--- src/rtl/core/tdf_pkg.sv ---
// Shared constants for the trial-division factorizer.
// No dependencies; imported by tdf_div, trial_division_factorizer and its testbench.
package tdf_pkg;

  // Width of the value that is factored; the input field is cut to this width.
  localparam int VALUE_WIDTH = 32;
  // Widths of the result fields.
  localparam int PRIME_W = 32;
  localparam int EXP_W = 5;
  // The exponent saturates at this count.
  localparam logic [EXP_W-1:0] EXP_MAX = 5'd31;
  // At most this many results leave the block for one input.
  localparam int MAX_RESULTS = 9;
  localparam int CNT_W = $clog2(MAX_RESULTS + 1);
  localparam logic [CNT_W-1:0] CNT_LIMIT = CNT_W'(MAX_RESULTS);
  // Step counter of the bit-serial divider.
  localparam int STEP_W = $clog2(VALUE_WIDTH);

endpackage

--- src/rtl/core/tdf_div.sv ---
// Bit-serial restoring divider: one quotient bit per cycle.
// Depends on tdf_pkg for the operand width.
module tdf_div import tdf_pkg::*; (
  input  logic                   clk,
  input  logic                   rst_n,
  input  logic                   start,
  input  logic [VALUE_WIDTH-1:0] dividend,
  input  logic [VALUE_WIDTH-1:0] divisor,
  output logic                   done,
  output logic [VALUE_WIDTH-1:0] quotient,
  output logic [VALUE_WIDTH-1:0] remainder
);

  logic                   act_r, act_nxt;
  logic                   done_r, done_nxt;
  logic [STEP_W-1:0]      step_r, step_nxt;
  logic [VALUE_WIDTH-1:0] quo_r, quo_nxt;
  logic [VALUE_WIDTH-1:0] rem_r, rem_nxt;
  logic [VALUE_WIDTH-1:0] dvs_r, dvs_nxt;
  logic [VALUE_WIDTH:0]   trial;
  logic [VALUE_WIDTH:0]   diff;
  logic                   fits;

  // One restoring step: shift in the next dividend bit and try to subtract.
  assign trial = {rem_r, quo_r[VALUE_WIDTH-1]};
  assign diff  = trial - {1'b0, dvs_r};
  assign fits  = trial >= {1'b0, dvs_r};

  always_comb begin
    act_nxt  = act_r;
    done_nxt = 1'b0;
    step_nxt = step_r;
    quo_nxt  = quo_r;
    rem_nxt  = rem_r;
    dvs_nxt  = dvs_r;
    if (start) begin
      act_nxt  = 1'b1;
      step_nxt = STEP_W'(VALUE_WIDTH - 1);
      quo_nxt  = dividend;
      rem_nxt  = '0;
      dvs_nxt  = divisor;
    end else if (act_r) begin
      quo_nxt  = {quo_r[VALUE_WIDTH-2:0], fits};
      rem_nxt  = fits ? diff[VALUE_WIDTH-1:0] : trial[VALUE_WIDTH-1:0];
      step_nxt = step_r - 1'b1;
      if (step_r == '0) begin
        act_nxt  = 1'b0;
        done_nxt = 1'b1;
      end
    end
  end

  // Control state is reset; the shift registers need none.
  always_ff @(posedge clk) begin
    if (!rst_n) begin
      act_r  <= 1'b0;
      done_r <= 1'b0;
      step_r <= '0;
    end else begin
      act_r  <= act_nxt;
      done_r <= done_nxt;
      step_r <= step_nxt;
    end
  end

  always_ff @(posedge clk) begin
    quo_r <= quo_nxt;
    rem_r <= rem_nxt;
    dvs_r <= dvs_nxt;
  end

  assign done      = done_r;
  assign quotient  = quo_r;
  assign remainder = rem_r;

`ifndef SYNTHESIS
  // A finished division is never reported while steps remain.
  a_done_idle: assert property (@(posedge clk) disable iff (!rst_n)
    done_r |-> !act_r) else $error("divider done while still active");
  // The division ends exactly after the last step.
  a_done_step: assert property (@(posedge clk) disable iff (!rst_n)
    act_r && !start && step_r == '0 |=> done_r) else $error("divider missed done");
  // When the division is done, the remainder is below the divisor.
  a_rem_bound: assert property (@(posedge clk) disable iff (!rst_n)
    done_r |-> rem_r < dvs_r) else $error("remainder not below divisor");
`endif

endmodule

--- src/rtl/core/trial_division_factorizer.sv ---
// Trial-division factorizer: state machine, result buffer and output registers.
// Depends on tdf_pkg and on the bit-serial divider tdf_div.

// A value is taken when start is high and busy is low. The block divides the
// remaining value by candidates 2, 3, 4, ... with a bit-serial divider; the
// quotient of each division also decides whether the candidate squared still
// fits. For 0 or 1 busy stays low and the single beat is shown in the cycle
// right after the value is taken. Each result beat is shown for exactly one
// cycle with out_valid high, in rising prime order, and the last beat of an
// item has out_last set. The final two beats of an item can come in
// back-to-back cycles; the receiver cannot stall them.
module trial_division_factorizer import tdf_pkg::*; (
  input  logic               clk,
  input  logic               rst_n,
  input  logic               start,
  input  logic [31:0]        in_value,
  output logic               busy,
  output logic               out_valid,
  output logic [PRIME_W-1:0] out_prime,
  output logic [EXP_W-1:0]   out_exponent,
  output logic               out_last
);

  typedef enum logic [1:0] {
    S_IDLE,
    S_RUN,
    S_FIN,
    S_LAST
  } state_t;

  state_t                 state_r, state_nxt;
  logic [VALUE_WIDTH-1:0] rem_r, rem_nxt;
  logic [VALUE_WIDTH-1:0] dvs_r, dvs_nxt;
  logic [EXP_W-1:0]       mult_r, mult_nxt;
  logic                   pend_v_r, pend_v_nxt;
  logic [PRIME_W-1:0]     pend_p_r, pend_p_nxt;
  logic [EXP_W-1:0]       pend_e_r, pend_e_nxt;
  logic [CNT_W-1:0]       cnt_r, cnt_nxt;
  logic                   ov_r, ov_nxt;
  logic [PRIME_W-1:0]     op_r, op_nxt;
  logic [EXP_W-1:0]       oe_r, oe_nxt;
  logic                   ol_r, ol_nxt;

  logic                   rec_v;
  logic [PRIME_W-1:0]     rec_p;
  logic [EXP_W-1:0]       rec_e;
  logic                   kick;
  logic                   div_done;
  logic [VALUE_WIDTH-1:0] div_q;
  logic [VALUE_WIDTH-1:0] div_r;
  logic [VALUE_WIDTH-1:0] masked;

  assign masked = VALUE_WIDTH'(in_value);

  tdf_div u_div (
    .clk       (clk),
    .rst_n     (rst_n),
    .start     (kick),
    .dividend  (rem_nxt),
    .divisor   (dvs_nxt),
    .done      (div_done),
    .quotient  (div_q),
    .remainder (div_r)
  );

  // Sequencer: one division per step, decisions taken when it finishes.
  always_comb begin
    state_nxt = state_r;
    rem_nxt   = rem_r;
    dvs_nxt   = dvs_r;
    mult_nxt  = mult_r;
    kick      = 1'b0;
    rec_v     = 1'b0;
    rec_p     = PRIME_W'(dvs_r);
    rec_e     = mult_r;
    case (state_r)
      S_IDLE: begin
        if (start && masked > VALUE_WIDTH'(1)) begin
          rem_nxt   = masked;
          dvs_nxt   = VALUE_WIDTH'(2);
          mult_nxt  = '0;
          kick      = 1'b1;
          state_nxt = S_RUN;
        end
      end
      S_RUN: begin
        if (div_done) begin
          if (mult_r != '0) begin
            // Inside a run of one divisor: keep dividing while it divides.
            if (div_r == '0) begin
              rem_nxt  = div_q;
              mult_nxt = (mult_r == EXP_MAX) ? mult_r : mult_r + 1'b1;
              kick     = 1'b1;
            end else begin
              rec_v    = 1'b1;
              mult_nxt = '0;
              dvs_nxt  = dvs_r + 1'b1;
              kick     = 1'b1;
            end
          end else if (dvs_r > div_q) begin
            // Candidate squared exceeds the remaining value.
            state_nxt = S_FIN;
          end else if (div_r == '0) begin
            rem_nxt  = div_q;
            mult_nxt = EXP_W'(1);
            kick     = 1'b1;
          end else begin
            dvs_nxt = dvs_r + 1'b1;
            kick    = 1'b1;
          end
        end
      end
      S_FIN: begin
        rec_v     = rem_r > VALUE_WIDTH'(1);
        rec_p     = PRIME_W'(rem_r);
        rec_e     = EXP_W'(1);
        state_nxt = S_LAST;
      end
      S_LAST: begin
        state_nxt = S_IDLE;
      end
      default: begin
        state_nxt = S_IDLE;
      end
    endcase
  end

  // Result buffer: one result is held back until it is known whether it is
  // the last one; the output registers carry each beat for one cycle.
  always_comb begin
    pend_v_nxt = pend_v_r;
    pend_p_nxt = pend_p_r;
    pend_e_nxt = pend_e_r;
    cnt_nxt    = cnt_r;
    ov_nxt     = 1'b0;
    op_nxt     = op_r;
    oe_nxt     = oe_r;
    ol_nxt     = 1'b0;
    if (state_r == S_IDLE && start) begin
      pend_v_nxt = 1'b0;
      cnt_nxt    = '0;
      if (masked <= VALUE_WIDTH'(1)) begin
        ov_nxt = 1'b1;
        op_nxt = '0;
        oe_nxt = '0;
        ol_nxt = 1'b1;
      end
    end else if (state_r == S_LAST) begin
      ov_nxt     = pend_v_r;
      op_nxt     = pend_p_r;
      oe_nxt     = pend_e_r;
      ol_nxt     = 1'b1;
      pend_v_nxt = 1'b0;
    end else if (rec_v && cnt_r < CNT_LIMIT) begin
      if (pend_v_r) begin
        ov_nxt = 1'b1;
        op_nxt = pend_p_r;
        oe_nxt = pend_e_r;
      end
      pend_v_nxt = 1'b1;
      pend_p_nxt = rec_p;
      pend_e_nxt = rec_e;
      cnt_nxt    = cnt_r + 1'b1;
    end
  end

  // State and registered outputs.
  always_ff @(posedge clk) begin
    if (!rst_n) begin
      state_r  <= S_IDLE;
      pend_v_r <= 1'b0;
      cnt_r    <= '0;
      ov_r     <= 1'b0;
      ol_r     <= 1'b0;
      rem_r    <= '0;
      dvs_r    <= '0;
      mult_r   <= '0;
    end else begin
      state_r  <= state_nxt;
      pend_v_r <= pend_v_nxt;
      cnt_r    <= cnt_nxt;
      ov_r     <= ov_nxt;
      ol_r     <= ol_nxt;
      rem_r    <= rem_nxt;
      dvs_r    <= dvs_nxt;
      mult_r   <= mult_nxt;
    end
  end

  always_ff @(posedge clk) begin
    pend_p_r <= pend_p_nxt;
    pend_e_r <= pend_e_nxt;
    op_r     <= op_nxt;
    oe_r     <= oe_nxt;
  end

  assign busy         = state_r != S_IDLE;
  assign out_valid    = ov_r;
  assign out_prime    = op_r;
  assign out_exponent = oe_r;
  assign out_last     = ol_r;

`ifndef SYNTHESIS
  // A beat that is not the last one only appears while the item is in work.
  a_mid_busy: assert property (@(posedge clk) disable iff (!rst_n)
    ov_r && !ol_r |-> busy) else $error("non-final beat outside of an item");
  // The divider reports completion only while the sequencer waits for it.
  a_div_run: assert property (@(posedge clk) disable iff (!rst_n)
    div_done |-> state_r == S_RUN) else $error("unexpected divider completion");
  // Candidates never drop below two while dividing.
  a_dvs_min: assert property (@(posedge clk) disable iff (!rst_n)
    state_r == S_RUN |-> dvs_r >= VALUE_WIDTH'(2)) else $error("candidate below two");
  // The final step of an item always delivers the last beat.
  a_last_beat: assert property (@(posedge clk) disable iff (!rst_n)
    state_r == S_LAST |=> ov_r && ol_r) else $error("missing last beat");
  // Reset leaves no beat on the outputs.
  a_rst_quiet: assert property (@(posedge clk)
    !rst_n |=> !ov_r) else $error("beat after reset");
`endif

endmodule

--- config.mk ---
export PLATFORM = sky130hd
export DESIGN_NAME = trial_division_factorizer
export DESIGN_NICKNAME = d
export VERILOG_FILES = /design/src/rtl/core/tdf_pkg.sv /design/src/rtl/core/tdf_div.sv /design/src/rtl/core/trial_division_factorizer.sv
export SDC_FILE = /design/constraint.sdc
export NUM_CORES = 1
export LEC_CHECK = 0
export BUFFER_PORTS_ARGS = -buffer_cell sky130_fd_sc_hd__buf_2
export CAP_MARGIN = 20
export CORE_AREA = 2 2 158 160
export CTS_CLUSTER_DIAMETER = 200
export CTS_CLUSTER_SIZE = 16
export DETAILED_ROUTE_END_ITERATION = 12
export DIE_AREA = 0 0 160 162
export HOLD_SLACK_MARGIN = 0.12
export PLACE_DENSITY_LB_ADDON = 0.12
export REMOVE_ABC_BUFFERS = 1
export SKIP_CTS_REPAIR_TIMING = 1
export SYNTH_ARGS = -nofsm -noshare
export SYNTH_HDL_FRONTEND = slang
export SYNTH_SLANG_ARGS = --single-unit
--- constraint.sdc ---
create_clock -name clk -period 7.3 [get_ports clk]
set_clock_uncertainty 0.2 [all_clocks]
set_input_delay 0.73 -clock clk [delete_from_list [all_inputs] [get_ports clk]]
set_output_delay 0.73 -clock clk [all_outputs]
set_load 0.01 [all_outputs]
==> reports/metrics.cfg <==
[clocking]
numCtsBuffers = 19
clockBufferDepth = 3
cts_root_buf = clkbuf_16
clk_latency_ns = 0.50
htreeDepth = 1
clk_pin_slew_worst_paths_ns = 0.07
cts_tree = done
numClockSinks = 255

[floorplan]
die-height_um = 162
die_w_um = 160
initial_utilization = 0.597
core_mm2 = 0.0241
rows = 57
die_area_mm2 = 0.0259
num_io_pins = 75

[critical_path]
start_kind = flip-flop
cp_data_required_time_ns = 7.48
crit_path_end_kind = flip-flop
path_class = flip-flop to flip-flop
worstPathMaxFanout = 66
arrival_ns = 4.85

[routing]
vias_per_cell = 6.26
post_drt_wl_per_cell_um = 19.1
met2_length_um = 17200
final_antenna_net_count = 0
routed.top_layer = met4
vias = 11900
wirelength_um = 36400
firstDrtPassIters = 5
drc = 0
dr.first_iter.drc_count = 1199
route.met3.wl_um = 2180
wirelength_met1_um = 16000

[cells_and_area]
seq_area_mm2 = 0.00649
nFillCells = 2023
multi_input_area_mm2 = 0.00724
drive_gt1_frac = 0.105
nets = 1684
fin_util = 0.643
area_delta_synth_final_pct = 7.75

[placed_design]
portBuffers = 74
place.gp.congestion = 0.866
dp_hpwl_um = 25300

[yosys]
synthArstFlopShare = 0
synth_area_leaders = edfxtp_1 (29%), dfxtp_1 (16%), ha_1 (6.6%), a21oi_1 (4.1%), o21ai_0 (4.0%)
synth_top_area_frac = 0.288
yosysUniqueCellTypes = 69
netlist_area_mm2 = 0.0144
synth_top_area_cell = edfxtp_1
synth_cells = 1556
yosysWarnings = 0
ys_seq_area_frac = 0.451
syn_avg_cell_area_um2 = 9.25
synth_edf_count = 138
postSynthRegisterBits = 255
synth_flop_cell = edfxtp_1

[power]
sw_frac_of_total = 0.416
switching_power_mw = 2.47
p_leak_nw = 6.04
pwr-share-clk = 0.163
power_density_mw_per_mm2 = 384
ir_worst_vdd_mv = 0.193
internal_power_mw = 3.47
p_comb_frac = 0.455
pwr-share-seq = 0.382

[timing]
finalSetupViolCount = 0
fmax_mhz = 214
finalSetupTns_ns = 0
finalWorstPathRequiredPeriod_ns = 4.67
period_share = 0.640
final-hold-violation-count = 0
rsz0062_at_grt = false
worstMarginPinSlew_ns = 1.09
maxSlewViolCount = 0
slew-limit-headroom = 0.270

[global_routing]
grt_max_degree = 76
grt_pass1_wl_um = 57600
grt_pass1_vias = 10800
overflow = 0
grt_usage = 0.275
antenna_found_initial = 0

[min_path]
hold_path_class = flip-flop to flip-flop

[run_status]
run_status = finished, final reports clean

[run]
maxCapViolCount = 0

cells in the mapped netlist (15+ instances only):
library cell / count
a31oi_1: 27
nand4_1: 25
ha_1: 76
inv_1: 83
nand2_1: 141
a21oi_1: 118
nor2_1: 128
edfxtp_1: 138
mux2_2: 32
nand3_1: 56
and2_1: 48
xor2_1: 29
a21o_1: 15
clkbuf_1: 87
nor3_1: 19
o21ai_0: 116
nand2b_1: 18
xnor2_1: 29
a211oi_1: 16
nor4_1: 25
o211ai_1: 19
a221oi_1: 32
and3_1: 20
dfxtp_1: 117
stage by stage:
stage / worst slack [ns] / cells / total power, mW / hold slack [ns] / area [um^2]
after CTS: 2.59 / 1907 / 5.93 / 0.277 / 15500
after global placement: 2.79 / 1874 / 4.88 / 0.251 / 15000
after detailed placement: 2.60 / 1874 / 4.96 / 0.261 / 15000
after global routing: 2.27 / 1908 / 6.36 / 0.301 / 15500
after floorplan: 1.52 / 1459 / 4.15 / 0.234 / 14000
final: 2.63 / 1909 / 5.95 / 0.272 / 15500
logic make-up (layout without fill, tap and decap cells):
family          Yosys count  after routing  share of synthesized area
mux                      40             40                     0.0306
simple gates            516            516                      0.175
fa+ha+maj                77             77                     0.0674
xor+xnor                 58             58                     0.0353
flops                   255            255                      0.451
compound gates          428            428                      0.193
buf+inv                 182            210                     0.0480
other cells               0              1                          0
layout by cell type, fill, tap and decap left out, drive strengths merged, types with 17 or more instances in the layout:
master and n:
xor2 29, inv 84, dfxtp 117, nand4 26, and2 49, mux2 32, nor2 130, a211oi 17
nor3 21, o21ai 121, clkbuf 33, nor4 26, nand2 141, a31oi 28, a221oi 32, and3 20
a21oi 118, o211ai 19, buf 92, nand2b 18, nand3 56, edfxtp 138, ha 76, xnor2 29
worst max-delay path, stage by stage (launching register included):
cell	delay, ns
edfxtp_1	0.39
inv_1	0.09
ha_1	0.32
nand4_1	0.16
nor3_1	0.35
o2111ai_1	0.22
a211oi_2	0.50
a21oi_1	0.14
a31oi_2	0.21
buf_4	0.35
clkinv_2	0.78
buf_4	0.60
o21a_1	0.25
layout make-up:
| class | count | area share |
|---|---|---|
| inverters | 85 | 0.0207 |
| multi-input cells | 1119 | 0.467 |
| clock buffers | 33 | 0.0340 |
| diodes | 1 | 0.000161 |
| flip-flops and latches | 255 | 0.418 |
| well taps | 324 | 0.0261 |
| repair buffers | 92 | 0.0339 |
final timing paths:
path	slack, ns	endpoint	depth (start not counted)	startpoint
worst max-delay path	2.63	u_div.act_r	12	u_div.quotient[31]
worst min-delay path	0.27	cnt_r[3]	2	cnt_r[3]
worst max register to register	2.63	u_div.act_r	12	u_div.quotient[31]
worst min register to register	0.27	cnt_r[3]	2	cnt_r[3]
power groups by stage:
stage          Clock [mW]  Sequential, mW  Combinational, mW
3_5_place_dp            0            2.30               2.66
5_1_grt              1.04            2.32               3.00
3_3_place_gp            0            2.29               2.59
2_1_floorplan           0            2.27               1.88
4_1_cts             0.990            2.27               2.67
6_report            0.972            2.27               2.71
layer usage:
metal	track usage	up-vias
met2	0.466	423
li1	-	5717
met4	0.0721	0
met1	0.382	5747
met3	0.0255	60
met5	0	-
sequential cells by signal, indices dropped and copies added, names as in the netlist, 32 cells and up:
register / flops
dvs_r: 32
out_prime: 32
pend_p_r: 32
rem_r: 32
u_div.dvs_r: 32
u_div.quotient: 32
u_div.remainder: 32
Power figures use the tool's default switching activity.
